===== src/rtl/core/dkms_pkg.sv =====
`default_nettype none
// ----------------------------------------------------------------------------
// dkms_pkg
// Shared types and field widths of the duplex key matrix scanner.
// ----------------------------------------------------------------------------
package dkms_pkg;

    localparam int COLUMN_W  = 16;  // sampled column lines
    localparam int ROW_W     = 8;   // sampled row lines
    localparam int LINE_W    = 4;   // drive line index
    localparam int ROW_IDX_W = 3;   // reported row index
    localparam int KEYS_W    = 16;  // reported key bits per row
    localparam int PH_EXT_W  = 6;   // room for any phase count up to 32

    // One classified sample word, front to back
    typedef struct packed {
        logic                is_col;      // phase drives an odd column
        logic [LINE_W-1:0]   idx;         // row, or column pair k
        logic                last_phase;  // word closes the scan
        logic                next_is_col;
        logic [LINE_W-1:0]   next_line;
        logic [COLUMN_W-1:0] cols;
        logic [ROW_W-1:0]    rows;
    } cmd_t;

endpackage
`default_nettype wire


===== src/rtl/core/dkms_front.sv =====
`default_nettype none
// ----------------------------------------------------------------------------
// dkms_front
// Takes sample words, tracks the scan phase and tags each word with what
// the phase means and which line is driven next.
// ----------------------------------------------------------------------------
module dkms_front #(
    parameter int ROWS = 8,
    parameter int COLS = 16
) (
    input  wire                                 clk,
    input  wire                                 rst_n,
    input  wire                                 in_valid,
    output logic                                in_ready,
    input  wire  [dkms_pkg::COLUMN_W-1:0]       column_levels,
    input  wire  [dkms_pkg::ROW_W-1:0]          row_levels,
    output logic                                cmd_valid,
    input  wire                                 cmd_ready,
    output dkms_pkg::cmd_t                      cmd
);

    localparam int PHASES = ROWS + COLS / 2;
    localparam int PH_W   = $clog2(PHASES);
    localparam int EW     = dkms_pkg::PH_EXT_W;
    localparam logic [EW-1:0] ROWS_E = EW'(ROWS);

    logic [PH_W-1:0] phase_reg;
    logic [PH_W-1:0] phase_next;
    logic [EW-1:0]   ph_e;
    logic [EW-1:0]   colk;
    logic [EW-1:0]   np_e;
    logic [EW-1:0]   ncolk;
    logic            last_phase;
    logic            next_is_col;

    assign in_ready  = cmd_ready;
    assign cmd_valid = in_valid;

    always_comb
    begin
        ph_e        = EW'(phase_reg);
        colk        = ph_e - ROWS_E;
        last_phase  = (phase_reg == PH_W'(PHASES - 1));
        phase_next  = last_phase ? '0 : phase_reg + PH_W'(1);
        np_e        = EW'(phase_next);
        ncolk       = np_e - ROWS_E;
        next_is_col = (np_e >= ROWS_E);

        cmd.is_col      = (ph_e >= ROWS_E);
        cmd.idx         = cmd.is_col ? colk[dkms_pkg::LINE_W-1:0]
                                     : ph_e[dkms_pkg::LINE_W-1:0];
        cmd.last_phase  = last_phase;
        cmd.next_is_col = next_is_col;
        // odd column 2k+1, kept to the field width
        cmd.next_line   = next_is_col ? {ncolk[dkms_pkg::LINE_W-2:0], 1'b1}
                                      : np_e[dkms_pkg::LINE_W-1:0];
        cmd.cols        = column_levels;
        cmd.rows        = row_levels;
    end

    always_ff @(posedge clk or negedge rst_n)
    begin
        if (!rst_n)
        begin
            phase_reg <= '0;
        end
        else if (in_valid && cmd_ready)
        begin
            phase_reg <= phase_next;
        end
    end

endmodule
`default_nettype wire


===== src/rtl/core/dkms_queue.sv =====
`default_nettype none
// ----------------------------------------------------------------------------
// dkms_queue
// Two-entry queue of classified words between front and back.
// ----------------------------------------------------------------------------
module dkms_queue (
    input  wire                 clk,
    input  wire                 rst_n,
    input  wire                 in_valid,
    output logic                in_ready,
    input  dkms_pkg::cmd_t      in_cmd,
    output logic                out_valid,
    input  wire                 out_ready,
    output dkms_pkg::cmd_t      out_cmd
);

    dkms_pkg::cmd_t q_mem [2];
    logic           wr_ptr_reg;
    logic           rd_ptr_reg;
    logic [1:0]     count_reg;
    logic           push;
    logic           pop;

    assign in_ready  = (count_reg != 2'd2);
    assign out_valid = (count_reg != 2'd0);
    assign push      = in_valid && in_ready;
    assign pop       = out_valid && out_ready;
    assign out_cmd   = q_mem[rd_ptr_reg];

    always_ff @(posedge clk)
    begin
        if (push)
        begin
            q_mem[wr_ptr_reg] <= in_cmd;
        end
    end

    always_ff @(posedge clk or negedge rst_n)
    begin
        if (!rst_n)
        begin
            wr_ptr_reg <= 1'b0;
            rd_ptr_reg <= 1'b0;
            count_reg  <= 2'd0;
        end
        else
        begin
            if (push)
            begin
                wr_ptr_reg <= ~wr_ptr_reg;
            end
            if (pop)
            begin
                rd_ptr_reg <= ~rd_ptr_reg;
            end
            if (push && !pop)
            begin
                count_reg <= count_reg + 2'd1;
            end
            else if (pop && !push)
            begin
                count_reg <= count_reg - 2'd1;
            end
        end
    end

endmodule
`default_nettype wire


===== src/rtl/core/dkms_back.sv =====
`default_nettype none
// ----------------------------------------------------------------------------
// dkms_back
// Holds the key matrix, applies each word to it and drives the result
// register: a row dump for a scan's last word, else a progress word.
// ----------------------------------------------------------------------------
module dkms_back #(
    parameter int ROWS = 8,
    parameter int COLS = 16
) (
    input  wire                                 clk,
    input  wire                                 rst_n,
    input  wire                                 cmd_valid,
    output logic                                cmd_ready,
    input  dkms_pkg::cmd_t                      cmd,
    output logic                                out_valid,
    input  wire                                 out_ready,
    output logic                                drive_is_column,
    output logic [dkms_pkg::LINE_W-1:0]         drive_line,
    output logic [dkms_pkg::ROW_IDX_W-1:0]      row_index,
    output logic [dkms_pkg::KEYS_W-1:0]         row_keys,
    output logic                                scan_done,
    output logic                                changed,
    output logic                                last
);

    localparam int RI_W = (ROWS > 1) ? $clog2(ROWS) : 1;
    localparam int LW   = dkms_pkg::LINE_W;

    localparam logic ST_RUN  = 1'b0;
    localparam logic ST_DUMP = 1'b1;

    logic [COLS-1:0] key_reg [ROWS];
    wire  [COLS-1:0] key_next [ROWS];
    wire  [ROWS-1:0] row_chg;

    logic            state_reg;
    logic [RI_W-1:0] dump_cnt_reg;
    logic            seen_reg;
    logic            seen_next;
    logic            out_valid_reg;
    logic            out_free;
    logic            pop;
    logic            dump_load;
    logic            last_row;

    // per-key update: even bits from the driven row, odd bits from the
    // driven column; lines outside the sampled width read low
    genvar r, c;
    generate
        for (r = 0; r < ROWS; r++)
        begin : g_row
            for (c = 0; c < COLS; c++)
            begin : g_col
                wire smp;
                wire hit;
                if (c % 2 == 0)
                begin : g_even
                    if (c < dkms_pkg::COLUMN_W)
                    begin : g_in
                        assign smp = cmd.cols[c];
                    end
                    else
                    begin : g_out
                        assign smp = 1'b0;
                    end
                    assign hit = !cmd.is_col && (cmd.idx == LW'(r));
                end
                else
                begin : g_odd
                    if (r < dkms_pkg::ROW_W)
                    begin : g_in
                        assign smp = cmd.rows[r];
                    end
                    else
                    begin : g_out
                        assign smp = 1'b0;
                    end
                    assign hit = cmd.is_col && (cmd.idx == LW'(c / 2));
                end
                assign key_next[r][c] = hit ? ~smp : key_reg[r][c];
            end
            assign row_chg[r] = |(key_next[r] ^ key_reg[r]);
        end
    endgenerate

    assign out_free  = !out_valid_reg || out_ready;
    assign cmd_ready = (state_reg == ST_RUN) && out_free;
    assign pop       = cmd_valid && cmd_ready;
    assign dump_load = (state_reg == ST_DUMP) && out_free;
    assign last_row  = (dump_cnt_reg == RI_W'(ROWS - 1));
    assign seen_next = seen_reg | (|row_chg);
    assign out_valid = out_valid_reg;

    always_ff @(posedge clk or negedge rst_n)
    begin
        if (!rst_n)
        begin
            for (int i = 0; i < ROWS; i++)
            begin
                key_reg[i] <= '0;
            end
        end
        else if (pop)
        begin
            for (int i = 0; i < ROWS; i++)
            begin
                key_reg[i] <= key_next[i];
            end
        end
    end

    always_ff @(posedge clk or negedge rst_n)
    begin
        if (!rst_n)
        begin
            state_reg     <= ST_RUN;
            dump_cnt_reg  <= '0;
            seen_reg      <= 1'b0;
            out_valid_reg <= 1'b0;
        end
        else
        begin
            case (state_reg)
                ST_RUN:
                begin
                    if (pop)
                    begin
                        seen_reg <= seen_next;
                        if (cmd.last_phase)
                        begin
                            state_reg    <= ST_DUMP;
                            dump_cnt_reg <= '0;
                        end
                    end
                end
                ST_DUMP:
                begin
                    if (dump_load)
                    begin
                        if (last_row)
                        begin
                            state_reg <= ST_RUN;
                            seen_reg  <= 1'b0;
                        end
                        else
                        begin
                            dump_cnt_reg <= dump_cnt_reg + RI_W'(1);
                        end
                    end
                end
                default:
                begin
                    state_reg <= ST_RUN;
                end
            endcase

            if ((pop && !cmd.last_phase) || dump_load)
            begin
                out_valid_reg <= 1'b1;
            end
            else if (out_ready)
            begin
                out_valid_reg <= 1'b0;
            end
        end
    end

    // result payload
    always_ff @(posedge clk)
    begin
        if (pop && !cmd.last_phase)
        begin
            drive_is_column <= cmd.next_is_col;
            drive_line      <= cmd.next_line;
            row_index       <= '0;
            row_keys        <= '0;
            scan_done       <= 1'b0;
            changed         <= 1'b0;
            last            <= 1'b1;
        end
        else if (dump_load)
        begin
            // next scan starts on row 0
            drive_is_column <= 1'b0;
            drive_line      <= '0;
            row_index       <= dkms_pkg::ROW_IDX_W'(LW'(dump_cnt_reg));
            row_keys        <= dkms_pkg::KEYS_W'(key_reg[dump_cnt_reg]);
            scan_done       <= 1'b1;
            changed         <= seen_reg;
            last            <= last_row;
        end
    end

endmodule
`default_nettype wire


===== src/rtl/core/duplex_key_matrix_scanner_core.sv =====
`default_nettype none
// ----------------------------------------------------------------------------
// duplex_key_matrix_scanner_core
// Duplex key matrix scanner: rows then odd columns driven in turn.
// ----------------------------------------------------------------------------
// Each input word is one settled sample of all lines for the current phase;
// a scan has ROWS + COLS/2 phases. Every word except the one closing a scan
// gives one result naming the next line to drive, registered when the back
// end takes the word. The closing word gives ROWS results, rows 0 upwards,
// one per cycle while the receiver is ready, from the single result
// register; the back end takes no new word while the row dump runs. A
// two-word queue lets up to two samples come in while the dump runs.
module duplex_key_matrix_scanner_core #(
    parameter int ROWS = 8,
    parameter int COLS = 16
) (
    input  wire                                 clk,
    input  wire                                 rst_n,
    input  wire                                 in_valid,
    output logic                                in_ready,
    input  wire  [dkms_pkg::COLUMN_W-1:0]       column_levels,
    input  wire  [dkms_pkg::ROW_W-1:0]          row_levels,
    output logic                                out_valid,
    input  wire                                 out_ready,
    output logic                                drive_is_column,
    output logic [dkms_pkg::LINE_W-1:0]         drive_line,
    output logic [dkms_pkg::ROW_IDX_W-1:0]      row_index,
    output logic [dkms_pkg::KEYS_W-1:0]         row_keys,
    output logic                                scan_done,
    output logic                                changed,
    output logic                                last
);

    logic           f_valid;
    logic           f_ready;
    dkms_pkg::cmd_t f_cmd;
    logic           b_valid;
    logic           b_ready;
    dkms_pkg::cmd_t b_cmd;

    dkms_front #(
        .ROWS (ROWS),
        .COLS (COLS)
    ) u_front (
        .clk           (clk),
        .rst_n         (rst_n),
        .in_valid      (in_valid),
        .in_ready      (in_ready),
        .column_levels (column_levels),
        .row_levels    (row_levels),
        .cmd_valid     (f_valid),
        .cmd_ready     (f_ready),
        .cmd           (f_cmd)
    );

    dkms_queue u_queue (
        .clk       (clk),
        .rst_n     (rst_n),
        .in_valid  (f_valid),
        .in_ready  (f_ready),
        .in_cmd    (f_cmd),
        .out_valid (b_valid),
        .out_ready (b_ready),
        .out_cmd   (b_cmd)
    );

    dkms_back #(
        .ROWS (ROWS),
        .COLS (COLS)
    ) u_back (
        .clk             (clk),
        .rst_n           (rst_n),
        .cmd_valid       (b_valid),
        .cmd_ready       (b_ready),
        .cmd             (b_cmd),
        .out_valid       (out_valid),
        .out_ready       (out_ready),
        .drive_is_column (drive_is_column),
        .drive_line      (drive_line),
        .row_index       (row_index),
        .row_keys        (row_keys),
        .scan_done       (scan_done),
        .changed         (changed),
        .last            (last)
    );

endmodule
`default_nettype wire


===== config.mk =====
export PLATFORM = sky130hd
export DESIGN_NAME = duplex_key_matrix_scanner_core
export DESIGN_NICKNAME = d
export VERILOG_FILES = /design/src/rtl/core/dkms_pkg.sv /design/src/rtl/core/dkms_front.sv /design/src/rtl/core/dkms_queue.sv /design/src/rtl/core/dkms_back.sv /design/src/rtl/core/duplex_key_matrix_scanner_core.sv
export SDC_FILE = /design/constraint.sdc
export NUM_CORES = 1
export LEC_CHECK = 0
export ABC_AREA = 1
export ABC_CLOCK_PERIOD_IN_PS = 5750
export BUFFER_PORTS_ARGS = -buffer_cell sky130_fd_sc_hd__buf_4
export CORE_MARGIN = 5
export CORE_UTILIZATION = 29
export CTS_CLUSTER_SIZE = 30
export DETAILED_ROUTE_END_ITERATION = 16
export SLEW_MARGIN = 20
export SYNTH_ARGS = -nofsm -noshare
export SYNTH_HDL_FRONTEND = slang
export SYNTH_SLANG_ARGS = --single-unit

===== constraint.sdc =====
create_clock -name clk -period 5.75 [get_ports clk]
set_input_delay 1.15 -clock clk [delete_from_list [all_inputs] [get_ports clk]]
set_output_delay 1.15 -clock clk [all_outputs]
set_load 0.01 [all_outputs]

* After elaboration in Yosys (flattened, before gate mapping)
Memory sizes are Yosys's and may differ from the RTL's. Index checks and enable logic that the tools add are counted. Widths: inputs -> output; s select.
Storage, ports and cells: input bits 28, word-level logic and storage cells 273, flip-flop bits (word level) 169, output and inout bits 29, bits in writable memories 70, memories 1
Cells by class: order comparisons 3, bitwise operators 29, equal/unequal tests 15, reductions and logical operators 38, $add $sub $neg 6, muxes and demuxes 158
Memories:
- u_queue.q_mem | words 2, width 35, read ports 1, clocked after memory_dff 0, wr ports 1, RTL line dkms_queue.sv:17 | dkms_pkg::cmd_t q_mem [2];
Operators with widths (number):
- $mux 1 | 141
- $reduce_or 128->1 | 1
- $xor 16x16->16 | 8
- $bmux 16 s3 | 1
- $mux 16 | 2
- $logic_and 1x1->1 | 23
- $mux 4 | 5
- $not 1->1 | 19
- $eq 4x3->1 const B | 4
- $ge 4x4->1 const B | 3
- $mux 3 | 4
- $eq 4x2->1 const B | 2
- $ne 2x2->1 const B | 4
- $reduce_bool 2->1 | 4
- $pmux 3 s2 | 1
- $logic_not 1->1 | 5
- $add 4x1->4 const B | 1
- $eq 4x1->1 const B | 1
- $eq 4x4->1 const B | 1
- $logic_not 4->1 | 1
- $mux 2 | 2
- $ne 2x1->1 const B | 2
- $not 3->4 | 1
- $pmux 1 s2 | 2
- other kinds (10) | 11

* Depth between registers and ports, before layout
Gate-level depths: netlist (run 1). An unclocked memory read counts as a cell.
depth after elaboration 9, gate-level depth with buffers 20, mapped depth without buffers 19

* Modules after synthesis
From an unflattened synthesis (run 1), not the netlist that was laid out.
Second synthesis, totals: cell total of the unflattened synthesis 2060, area, all modules 14575.2 um^2
By module, submodules not included:
- dkms_back | seq. area each 3943.8 um^2, area an instance 11207.0 um^2, cells each 1775, times used 1
- dkms_queue | seq. area each 2202.1 um^2, area an instance 2830.2 um^2, cells each 211, times used 1
- dkms_front | seq. area each 100.1 um^2, area an instance 538.0 um^2, cells each 74, times used 1

* Worst setup path after synthesis (run 1)
Ideal clock, no wire load.
kind input-to-reg, start input out_ready, end register u_queue.count_reg[1], cell stages on the path 10, path slack 2.586 ns, arrival 3.040 ns, data required time 5.626 ns, cells stage by stage nor2_1 > nor2_1 > o21ai_1 > clkbuf_1 > clkbuf_1 > clkbuf_1 > ha_1 > a21oi_1 > o21ai_0 > xnor2_1
On the way: word-level cells in the longest chain between the ends 6, elaborated cells between the ends (all ways) 8
RTL lines:
- start: declaration | RTL line duplex_key_matrix_scanner_core.sv:24 | input wire out_ready,
- $logic_or 1x1->1 * | RTL line dkms_back.sv:87 | assign out_free = !out_valid_reg || out_ready;
- $logic_and 1x1->1 * | RTL line dkms_back.sv:88 | assign cmd_ready = (state_reg == ST_RUN) && out_free;
- $logic_and 1x1->1 * | RTL line dkms_queue.sv:27 | assign pop = out_valid && out_ready;
- $logic_not 1->1 | RTL line dkms_queue.sv:56 | if (push && !pop)
- $logic_and 1x1->1 | RTL line dkms_queue.sv:56
- $mux 2 or $reduce_bool 2->1 (tied branches)
- end signal: assignment | RTL line dkms_queue.sv:58 | count_reg <= count_reg + 2'd1;
- end signal: assignment | RTL line dkms_queue.sv:62 | count_reg <= count_reg - 2'd1;
- end: declaration | RTL line dkms_queue.sv:20 | logic [1:0] count_reg;
Every way passes the cells marked *; elsewhere a longest branch is shown, timed or not. A chain may end at the register's enable or synchronous reset.

* Worst setup path in the final report (run 1)
start register u_queue.rd_ptr_reg, end register u_back.seen_reg
On the way: word-level cells in the longest chain between the ends 9, elaborated cells between the ends (all ways) 182
RTL lines:
- start: declaration | RTL line dkms_queue.sv:19 | logic rd_ptr_reg;
- start signal: assignment | RTL line dkms_queue.sv:54 | rd_ptr_reg <= ~rd_ptr_reg;
- $mem_v2 2x35 *
- $eq 4x3->1 (tied with other cells) | RTL line dkms_back.sv:67, dkms_back.sv:79
- $logic_and 1x1->1, on equally long branches | RTL line dkms_back.sv:67, dkms_back.sv:79
- $mux 1 | RTL line dkms_back.sv:81 | assign key_next[r][c] = hit ? ~smp : key_reg[r][c];
- $xor 16x16->16 | RTL line dkms_back.sv:83 | assign row_chg[r] = |(key_next[r] ^ key_reg[r]);
- $reduce_or 128->1 * | RTL line dkms_back.sv:92 | assign seen_next = seen_reg | (|row_chg);
- $or 1x1->1 * | RTL line dkms_back.sv:92
- $mux 1 * | RTL line dkms_back.sv:127 | if (pop)
- $pmux 1 s2 * | RTL line dkms_back.sv:124 | case (state_reg)
- end signal: assignment | RTL line dkms_back.sv:129 | seen_reg <= seen_next;
- end: declaration | RTL line dkms_back.sv:39 | logic seen_reg;
Every way passes the cells marked *; elsewhere a longest branch is shown, timed or not. The select of a mux whose other input is x is not followed.

==> metrics.txt, run 1 <==
# TYPE chip_impl_metric gauge
chip_impl_info{name="outcome",value="completed"} 1
chip_impl_metric{name="synth_edf_count",unit=""} 59
chip_impl_metric{name="resized_cells_post_cts",unit=""} 0
chip_impl_info{name="worst-setup-path-type",value="reg -> reg"} 1
chip_impl_metric{name="cts_max_level",unit=""} 1
chip_impl_metric{name="max-vdd-ir-drop",unit="mV"} 0.303
chip_impl_metric{name="die-area",unit="um^2"} 51600
chip_impl_metric{name="syn-mean-instance-area",unit="um^2"} 7.10
chip_impl_metric{name="design.portCount",unit=""} 57
chip_impl_metric{name="initial_antenna_violation_count",unit=""} 0
chip_impl_metric{name="drt_pre_antenna_iters",unit=""} 6
chip_impl_metric{name="layout-drive-gt1-share",unit="%"} 8.67
chip_impl_metric{name="max-slew-margin-rel",unit="%"} 13.8
chip_impl_metric{name="grt_start_max_net_pins",unit=""} 261
chip_impl_metric{name="fillerInstances",unit=""} 4993
chip_impl_metric{name="asyncSetResetFlopFracSynth",unit="%"} 63.7
chip_impl_metric{name="place_congestion",unit=""} 0.911
chip_impl_metric{name="diodes",unit=""} 0
chip_impl_metric{name="multiInputGateArea",unit="um^2"} 6660
chip_impl_metric{name="timing.critical_path.required",unit="ns"} 6.25
chip_impl_metric{name="die_w",unit="um"} 227
chip_impl_metric{name="cp_data_arrival_time",unit="ns"} 4.34
chip_impl_metric{name="timing.critical_path.fanout_max",unit=""} 30
chip_impl_metric{name="total_global_route_track_usage",unit="%"} 17.4
chip_impl_metric{name="grt_pass1_wl",unit="um"} 71400
chip_impl_metric{name="cts_inserted_buffers",unit=""} 26
chip_impl_metric{name="report.final.setup_viol",unit=""} 0
chip_impl_info{name="path_cells",value="inv_2 > nand2_1 > nand2_1 > nand2_2 > nor2_2 > nand2_1 > nor2_1 > nand2_1 > nand2_1 > nor2_1 > nand2_1 > nor2_1 > nand2_1 > nor2_1 > nand2_1 > nor2_1 > nand2_1 > nand3_1 > nand2_1"} 1
chip_impl_metric{name="drv_cap",unit=""} 0
chip_impl_metric{name="worstMarginPinSlew",unit="ns"} 1.29
chip_impl_metric{name="clock_sink_count",unit=""} 223
chip_impl_metric{name="post_layout_total_power",unit="mW"} 8.12
chip_impl_metric{name="cp.buffers_inverters",unit=""} 1
chip_impl_info{name="layout_common_cells",value="sky130_fd_sc_hd__nand2_1 (516), sky130_fd_sc_hd__o21ai_0 (287), sky130_fd_sc_hd__nand4_1 (168)"} 1
chip_impl_metric{name="ctsHoldBuffers",unit=""} 0
chip_impl_metric{name="routed_via_density",unit=""} 5.34
chip_impl_info{name="timing.critical_path.to_type",value="flop"} 1
chip_impl_metric{name="via_total_after_detailed_routing",unit=""} 13500
chip_impl_metric{name="final_min_period_over_clock_period",unit="%"} 66.9
chip_impl_info{name="synth_area_leaders",value="sky130_fd_sc_hd__dfrtp_1 (26%), sky130_fd_sc_hd__nand2_1 (14%), sky130_fd_sc_hd__edfxtp_1 (13%)"} 1
chip_impl_metric{name="post-route-min-period",unit="ns"} 3.85
chip_impl_metric{name="syn-cell-area",unit="um^2"} 13700
chip_impl_metric{name="power.static_leakage",unit="nW"} 7.11
chip_impl_metric{name="syn_inst",unit=""} 1927
chip_impl_metric{name="yosys_top_cell_area_share",unit="%"} 26.0
chip_impl_metric{name="yosys.cell_types.count",unit=""} 40
chip_impl_metric{name="synth.yosys.warnings",unit=""} 0
chip_impl_metric{name="routedWlPerCell",unit="um"} 18.4
chip_impl_info{name="post-synth-top-area-cell",value="sky130_fd_sc_hd__dfrtp_1"} 1
chip_impl_metric{name="synth_sequential_area_ratio",unit="%"} 42.1
chip_impl_info{name="critical_path.top_delay_family",value="simple AND/OR/NAND/NOR gates"} 1
chip_impl_metric{name="largest_register_ff_count",unit=""} 128
chip_impl_metric{name="flip_flop_and_latch_count_after_synthesis",unit=""} 223
chip_impl_metric{name="hpwlAfterDp",unit="um"} 30700
chip_impl_metric{name="critical_path.max_stage_delay",unit="ns"} 0.87
chip_impl_metric{name="pwr_density_cell",unit="nW/um^2"} 530
chip_impl_metric{name="total_placed_cells_including_tap_cells",unit=""} 2474
chip_impl_info{name="crit_path_start_kind",value="flop"} 1
chip_impl_info{name="cpMaxStageDelayCell",value="sky130_fd_sc_hd__nor2_2"} 1
chip_impl_info{name="clock_tree.root_cell",value="sky130_fd_sc_hd__clkbuf_16"} 1
chip_impl_metric{name="hold_viol",unit=""} 0
chip_impl_info{name="crit_top_cell",value="sky130_fd_sc_hd__nand2_1"} 1
chip_impl_metric{name="timing.clock.skew",unit="ns"} 0.0108
chip_impl_metric{name="route.antenna.remaining_nets",unit=""} 0
chip_impl_metric{name="clock_latency",unit="ns"} 0.56
chip_impl_metric{name="dr.first_iter.drc_count",unit=""} 1535
chip_impl_info{name="synth_ff_type",value="sky130_fd_sc_hd__dfrtp_1"} 1
chip_impl_metric{name="initial_core_util",unit="%"} 29.3
chip_impl_metric{name="layout.nets",unit=""} 1928
chip_impl_metric{name="post-route-drc-count",unit=""} 0
chip_impl_info{name="worst_hold_path_type",value="reg -> reg"} 1
chip_impl_metric{name="maxSlewViolCount",unit=""} 0
chip_impl_metric{name="grt.overflow.total",unit=""} 0
chip_impl_metric{name="postRouteWirelength",unit="um"} 46500
chip_impl_metric{name="die_height",unit="um"} 227
chip_impl_metric{name="finalNonFillerCells",unit=""} 2522
chip_impl_metric{name="ff_latch_area",unit="um^2"} 5770
chip_impl_metric{name="post-route-util",unit="%"} 32.8
chip_impl_metric{name="cts_setup_buffers",unit=""} 0
chip_impl_info{name="layout.cells.most_common",value="sky130_fd_sc_hd__nand2_1"} 1
chip_impl_metric{name="port-buffer-count",unit=""} 48
chip_impl_info{name="rsz0062_at_grt",value="no"} 1
chip_impl_metric{name="rows",unit=""} 79
chip_impl_metric{name="fmax",unit="GHz"} 0.260
chip_impl_metric{name="first_global_vias",unit=""} 12500
chip_impl_metric{name="worst_setup_hold_path_clk_slew",unit="ns"} 0.06
chip_impl_metric{name="fin_tns_setup",unit="ns"} 0
chip_impl_metric{name="core_footprint",unit="um^2"} 46700
chip_impl_metric{name="areaGrowthSynthToFinish",unit="%"} 12.0
chip_impl_info{name="tritoncts",value="built"} 1
chip_impl_metric{name="cts_buffer_depth",unit=""} 3
-- cell families (layout without fill, tap and decap cells) --
logic type | count (synthesis) | in the layout | synth area share (%)
AOI/OAI and AO/OA | 458 | 458 | 17.8
xor gates and xnor gates | 4 | 4 | 0.256
adders and majority gates | 5 | 5 | 0.457
buffers and inverters | 317 | 304 | 9.44
DFF | 223 | 223 | 42.1
muxes | 1 | 1 | 0.0732
other | 1 | 2 | 0.0274
and+or+nand+nor | 918 | 918 | 29.8
-- path summary, 6_finish.rpt --
path | slack [ns] | to | cells after the start | startpoint
max in group asynchronous | 4.04 | u_back.dump_cnt_reg[0] | 2 | rst_n
worst max-delay path | 1.90 | u_back.seen_reg | 19 | u_queue.rd_ptr_reg
min in group asynchronous | 0.55 | u_front.phase_reg[3] | 1 | rst_n
worst min-delay path | 0.47 | u_back.scan_done | 1 | u_back.scan_done
worst min register to register | 0.47 | u_back.scan_done | 1 | u_back.scan_done
worst max register to register | 1.90 | u_back.seen_reg | 19 | u_queue.rd_ptr_reg
-- cell type report --
| cell class | count | share of cell area, % |
|---|---|---|
| multi-input cells | 1388 | 43.4 |
| flip-flops and latches | 223 | 37.6 |
| clock buffers | 41 | 5.29 |
| well taps | 607 | 4.96 |
| inverters | 176 | 4.31 |
| repair buffers | 80 | 4.03 |
| clock inverters | 7 | 0.319 |
-- cells in the mapped netlist, types with 2 or more instances --
cell type                  count
sky130_fd_sc_hd__a21oi_1      96
sky130_fd_sc_hd__a21boi_0     22
sky130_fd_sc_hd__buf_4         2
sky130_fd_sc_hd__nand2_1     517
sky130_fd_sc_hd__ha_1          5
sky130_fd_sc_hd__nor2_1      120
sky130_fd_sc_hd__buf_6         7
sky130_fd_sc_hd__dfrtp_1     142
sky130_fd_sc_hd__buf_2        33
sky130_fd_sc_hd__edfxtp_1     59
sky130_fd_sc_hd__nor3_2        3
sky130_fd_sc_hd__nand3_1      86
sky130_fd_sc_hd__o21ai_1      22
sky130_fd_sc_hd__o21ai_0     287
sky130_fd_sc_hd__or2_2         2
sky130_fd_sc_hd__a211oi_1     19
sky130_fd_sc_hd__inv_2        11
sky130_fd_sc_hd__nand4_1     168
sky130_fd_sc_hd__xnor2_1       3
sky130_fd_sc_hd__clkbuf_1     84
sky130_fd_sc_hd__nor2_2        7
sky130_fd_sc_hd__dfxtp_1      22
sky130_fd_sc_hd__a32o_1        2
sky130_fd_sc_hd__nand2_2       9
sky130_fd_sc_hd__nor3_4        2
sky130_fd_sc_hd__buf_1        15
sky130_fd_sc_hd__inv_1       165
sky130_fd_sc_hd__o311ai_0      5
-- per-stage QoR --
step	area, um^2	hold slack, ns	setup WS, ns
global route	15300	0.496	1.57
detailed placement	14500	0.460	1.99
floorplan	13700	0.467	2.59
CTS	15300	0.474	1.99
finish	15300	0.471	1.90
global placement	14500	0.458	2.02
-- worst reg2reg max path, cell delays in order (launching register included) --
cell and delay, ns:
sky130_fd_sc_hd__dfrtp_1 0.38, sky130_fd_sc_hd__inv_2 0.40, sky130_fd_sc_hd__nand2_1 0.10, sky130_fd_sc_hd__nand2_1 0.16
sky130_fd_sc_hd__nand2_2 0.16, sky130_fd_sc_hd__nor2_2 0.87, sky130_fd_sc_hd__nand2_1 0.63, sky130_fd_sc_hd__nor2_1 0.32
sky130_fd_sc_hd__nand2_1 0.09, sky130_fd_sc_hd__nand2_1 0.06, sky130_fd_sc_hd__nor2_1 0.04, sky130_fd_sc_hd__nand2_1 0.07
sky130_fd_sc_hd__nor2_1 0.05, sky130_fd_sc_hd__nand2_1 0.09, sky130_fd_sc_hd__nor2_1 0.05, sky130_fd_sc_hd__nand2_1 0.05
sky130_fd_sc_hd__nor2_1 0.08, sky130_fd_sc_hd__nand2_1 0.07, sky130_fd_sc_hd__nand3_1 0.06, sky130_fd_sc_hd__nand2_1 0.06
-- power by group --
| part | internal (mW) | switching (mW) | total (mW) |
|---|---|---|---|
| clock network | 0.965 | 0.697 | 1.66 |
| logic | 0.963 | 2.81 | 3.77 |
| registers | 2.22 | 0.461 | 2.69 |
| total | 4.15 | 3.96 | 8.12 |
-- routing by layer --
metal	share of wire, %	GRT usage [%]
met5	0	0
met4	4.4	7.35
met3	8.6	2.31
met2	45	27.4
met1	42	24.2
Note: power is estimated with default switching activity, not from simulation.
==> run 2: changes to the inputs <==
--- a/config.mk
+++ b/config.mk
@@ -6,7 +6,7 @@
 export NUM_CORES = 1
 export LEC_CHECK = 0
 export ABC_AREA = 1
-export ABC_CLOCK_PERIOD_IN_PS = 5750
+export ABC_CLOCK_PERIOD_IN_PS = 3510
 export BUFFER_PORTS_ARGS = -buffer_cell sky130_fd_sc_hd__buf_4
 export CORE_MARGIN = 5
 export CORE_UTILIZATION = 29
==> constraint.sdc (replaced) <==
create_clock -name clk -period 3.51 [get_ports clk]
set_input_delay 0.702 -clock clk [delete_from_list [all_inputs] [get_ports clk]]
set_output_delay 0.702 -clock clk [all_outputs]
set_load 0.01 [all_outputs]
==> metrics.txt, run 2 (synthesis gave the netlist of run 1 again) <==
# TYPE chip_impl_metric gauge
chip_impl_info{name="path_cells",value="buf_4 > nand2_1 > nand2_4 > inv_2 > buf_12 > nand3_1 > o21ai_0 > nor2_1 > nand2_1 > nor2_1 > nand2_1 > nor2_1 > nand2_1 > nor2_1 > nand2_1 > nand3_1 > nand2_1"} 1
chip_impl_metric{name="pwr_density_cell",unit="nW/um^2"} 873
chip_impl_info{name="crit_path_start_kind",value="flop"} 1
chip_impl_metric{name="path_depth",unit=""} 17
chip_impl_info{name="timing.critical_path.to_type",value="flop"} 1
chip_impl_metric{name="fin_tns_setup",unit="ns"} 0
chip_impl_metric{name="design.portCount",unit=""} 57
chip_impl_metric{name="cts_buffer_depth",unit=""} 3
chip_impl_metric{name="maxSlewViolCount",unit=""} 0
chip_impl_metric{name="fillerInstances",unit=""} 4966
chip_impl_metric{name="layout.nets",unit=""} 1957
chip_impl_metric{name="report.final.setup_viol",unit=""} 0
chip_impl_metric{name="hpwlAfterDp",unit="um"} 32200
chip_impl_info{name="worst_hold_path_type",value="in -> async"} 1
chip_impl_metric{name="die_w",unit="um"} 227
chip_impl_metric{name="max-vdd-ir-drop",unit="mV"} 0.448
chip_impl_metric{name="cp_data_arrival_time",unit="ns"} 3.74
chip_impl_info{name="crit_top_cell",value="sky130_fd_sc_hd__nand2_1"} 1
chip_impl_metric{name="max-slew-margin-rel",unit="%"} 27.3
chip_impl_metric{name="areaGrowthSynthToFinish",unit="%"} 14.1
chip_impl_metric{name="cts_inserted_buffers",unit=""} 26
chip_impl_metric{name="worst_setup_hold_path_clk_slew",unit="ns"} 0.06
chip_impl_metric{name="cp.buffers_inverters",unit=""} 3
chip_impl_info{name="tritoncts",value="built"} 1
chip_impl_metric{name="timing.final.ws_setup",unit="ns"} 0.212
chip_impl_metric{name="timing.clock.skew",unit="ns"} 0.0102
chip_impl_metric{name="drt_pre_antenna_iters",unit=""} 6
chip_impl_info{name="rsz0062_at_grt",value="no"} 1
chip_impl_metric{name="fmax",unit="GHz"} 0.303
chip_impl_metric{name="grt_start_max_net_pins",unit=""} 138
chip_impl_metric{name="power.static_leakage",unit="nW"} 7.27
chip_impl_metric{name="dr.first_iter.drc_count",unit=""} 1478
chip_impl_metric{name="resized_cells_post_cts",unit=""} 0
chip_impl_metric{name="worstMarginPinSlew",unit="ns"} 1.09
chip_impl_metric{name="total_global_route_track_usage",unit="%"} 17.5
chip_impl_info{name="worstReg2RegEnd",value="u_back.seen_reg"} 1
chip_impl_metric{name="final_min_period_over_clock_period",unit="%"} 93.9
chip_impl_metric{name="postRouteWirelength",unit="um"} 46400
chip_impl_info{name="worst-setup-path-type",value="reg -> reg"} 1
chip_impl_metric{name="die_height",unit="um"} 227
chip_impl_metric{name="routedWlPerCell",unit="um"} 18.2
chip_impl_metric{name="timing.critical_path.fanout_max",unit=""} 67
chip_impl_metric{name="cts_max_level",unit=""} 1
chip_impl_info{name="layout.cells.most_common",value="sky130_fd_sc_hd__nand2_1"} 1
chip_impl_metric{name="grt_pass1_wl",unit="um"} 72300
chip_impl_info{name="clock_tree.root_cell",value="sky130_fd_sc_hd__clkbuf_16"} 1
chip_impl_metric{name="post-route-min-period",unit="ns"} 3.30
chip_impl_metric{name="clock_sink_count",unit=""} 223
chip_impl_metric{name="via_total_after_detailed_routing",unit=""} 13600
chip_impl_info{name="layout_common_cells",value="sky130_fd_sc_hd__nand2_1 (516), sky130_fd_sc_hd__o21ai_0 (287), sky130_fd_sc_hd__nand4_1 (168)"} 1
chip_impl_metric{name="ctsHoldBuffers",unit=""} 0
chip_impl_metric{name="layout-drive-gt1-share",unit="%"} 9.62
chip_impl_metric{name="cts_setup_buffers",unit=""} 0
chip_impl_info{name="outcome",value="completed"} 1
chip_impl_metric{name="grt.overflow.total",unit=""} 0
chip_impl_metric{name="first_global_vias",unit=""} 12600
chip_impl_metric{name="route.antenna.remaining_nets",unit=""} 0
chip_impl_metric{name="core_footprint",unit="um^2"} 46700
chip_impl_metric{name="timing.critical_path.required",unit="ns"} 3.96
chip_impl_metric{name="largest_register_ff_count",unit=""} 128
chip_impl_metric{name="worst-r2r-setup-slack",unit="ns"} 0.21
chip_impl_metric{name="place_ws",unit="ns"} 0.272
chip_impl_metric{name="place_congestion",unit=""} 0.921
chip_impl_info{name="cpMaxStageDelayCell",value="sky130_fd_sc_hd__dfrtp_1"} 1
chip_impl_metric{name="initial_antenna_violation_count",unit=""} 0
chip_impl_metric{name="diodes",unit=""} 0
chip_impl_metric{name="drv_cap",unit=""} 0
chip_impl_metric{name="critical_path.max_stage_delay",unit="ns"} 0.37
chip_impl_metric{name="routed_via_density",unit=""} 5.32
chip_impl_metric{name="port-buffer-count",unit=""} 48
chip_impl_metric{name="clock_latency",unit="ns"} 0.56
chip_impl_metric{name="worstRegToRegCells",unit=""} 17
chip_impl_info{name="critical_path.top_delay_family",value="simple AND/OR/NAND/NOR gates"} 1
chip_impl_metric{name="initial_core_util",unit="%"} 29.3
chip_impl_metric{name="post-route-drc-count",unit=""} 0
chip_impl_info{name="crit_start",value="u_queue.rd_ptr_reg"} 1
chip_impl_metric{name="rows",unit=""} 79
chip_impl_metric{name="hold_viol",unit=""} 0
chip_impl_info{name="worstReg2RegStart",value="u_queue.rd_ptr_reg"} 1
chip_impl_metric{name="die-area",unit="um^2"} 51600
## run 2: cell count changes in the layout (fill, tap and decap cells not counted), moves of 4 or more
cell	change
sky130_fd_sc_hd__clkbuf_1	+4
sky130_fd_sc_hd__clkbuf_8	-8
sky130_fd_sc_hd__bufinv_16	+4
sky130_fd_sc_hd__buf_4	+25
sky130_fd_sc_hd__buf_12	+4
## run 2: through the flow
stage	utilization, %	hold slack (ns)	total power [mW]	cells	instance area, um^2
floorplan	-	0.406	8.37	1928	13700
global placement	31.6	0.458	10.6	2503	14700
detailed placement	31.6	0.469	10.7	2503	14700
CTS	33.5	0.137	13.6	2550	15600
global route	33.5	0.156	14.6	2550	15600
finish	33.5	0.135	13.6	2550	15600
## run 2: routing by layer
layer	vias to the layer above	part of all wire (%)	track usage, %
met3	111	8.2	2.57
met4	0	4.4	6.98
met2	634	44	26.5
li1	6519	-	-
met5	-	0	0
met1	6301	43	25.3
## run 2: worst max-delay path by stage
stage,to
2_1_floorplan,u_queue.count_reg[1]
3_3_place_gp,u_back.seen_reg
3_5_place_dp,u_back.seen_reg
4_1_cts,u_back.seen_reg
5_1_grt,u_back.seen_reg
6_report,u_back.seen_reg
## run 2: cell type report
type | instances | area, um^2 | share of cell area [%]
multi-input cells | 1388 | 6660 | 42.6
flip-flops and latches | 223 | 5770 | 36.9
repair buffers | 109 | 885 | 5.66
well taps | 607 | 759 | 4.86
clock buffers | 36 | 708 | 4.53
inverters | 176 | 661 | 4.23
clock inverters | 11 | 178 | 1.14
## run 2: power by group
group,internal (mW),leakage [nW],switching (mW)
combinational,1.77,4.27,4.61
sequential,3.64,2.57,0.803
clock,1.71,0.431,1.11
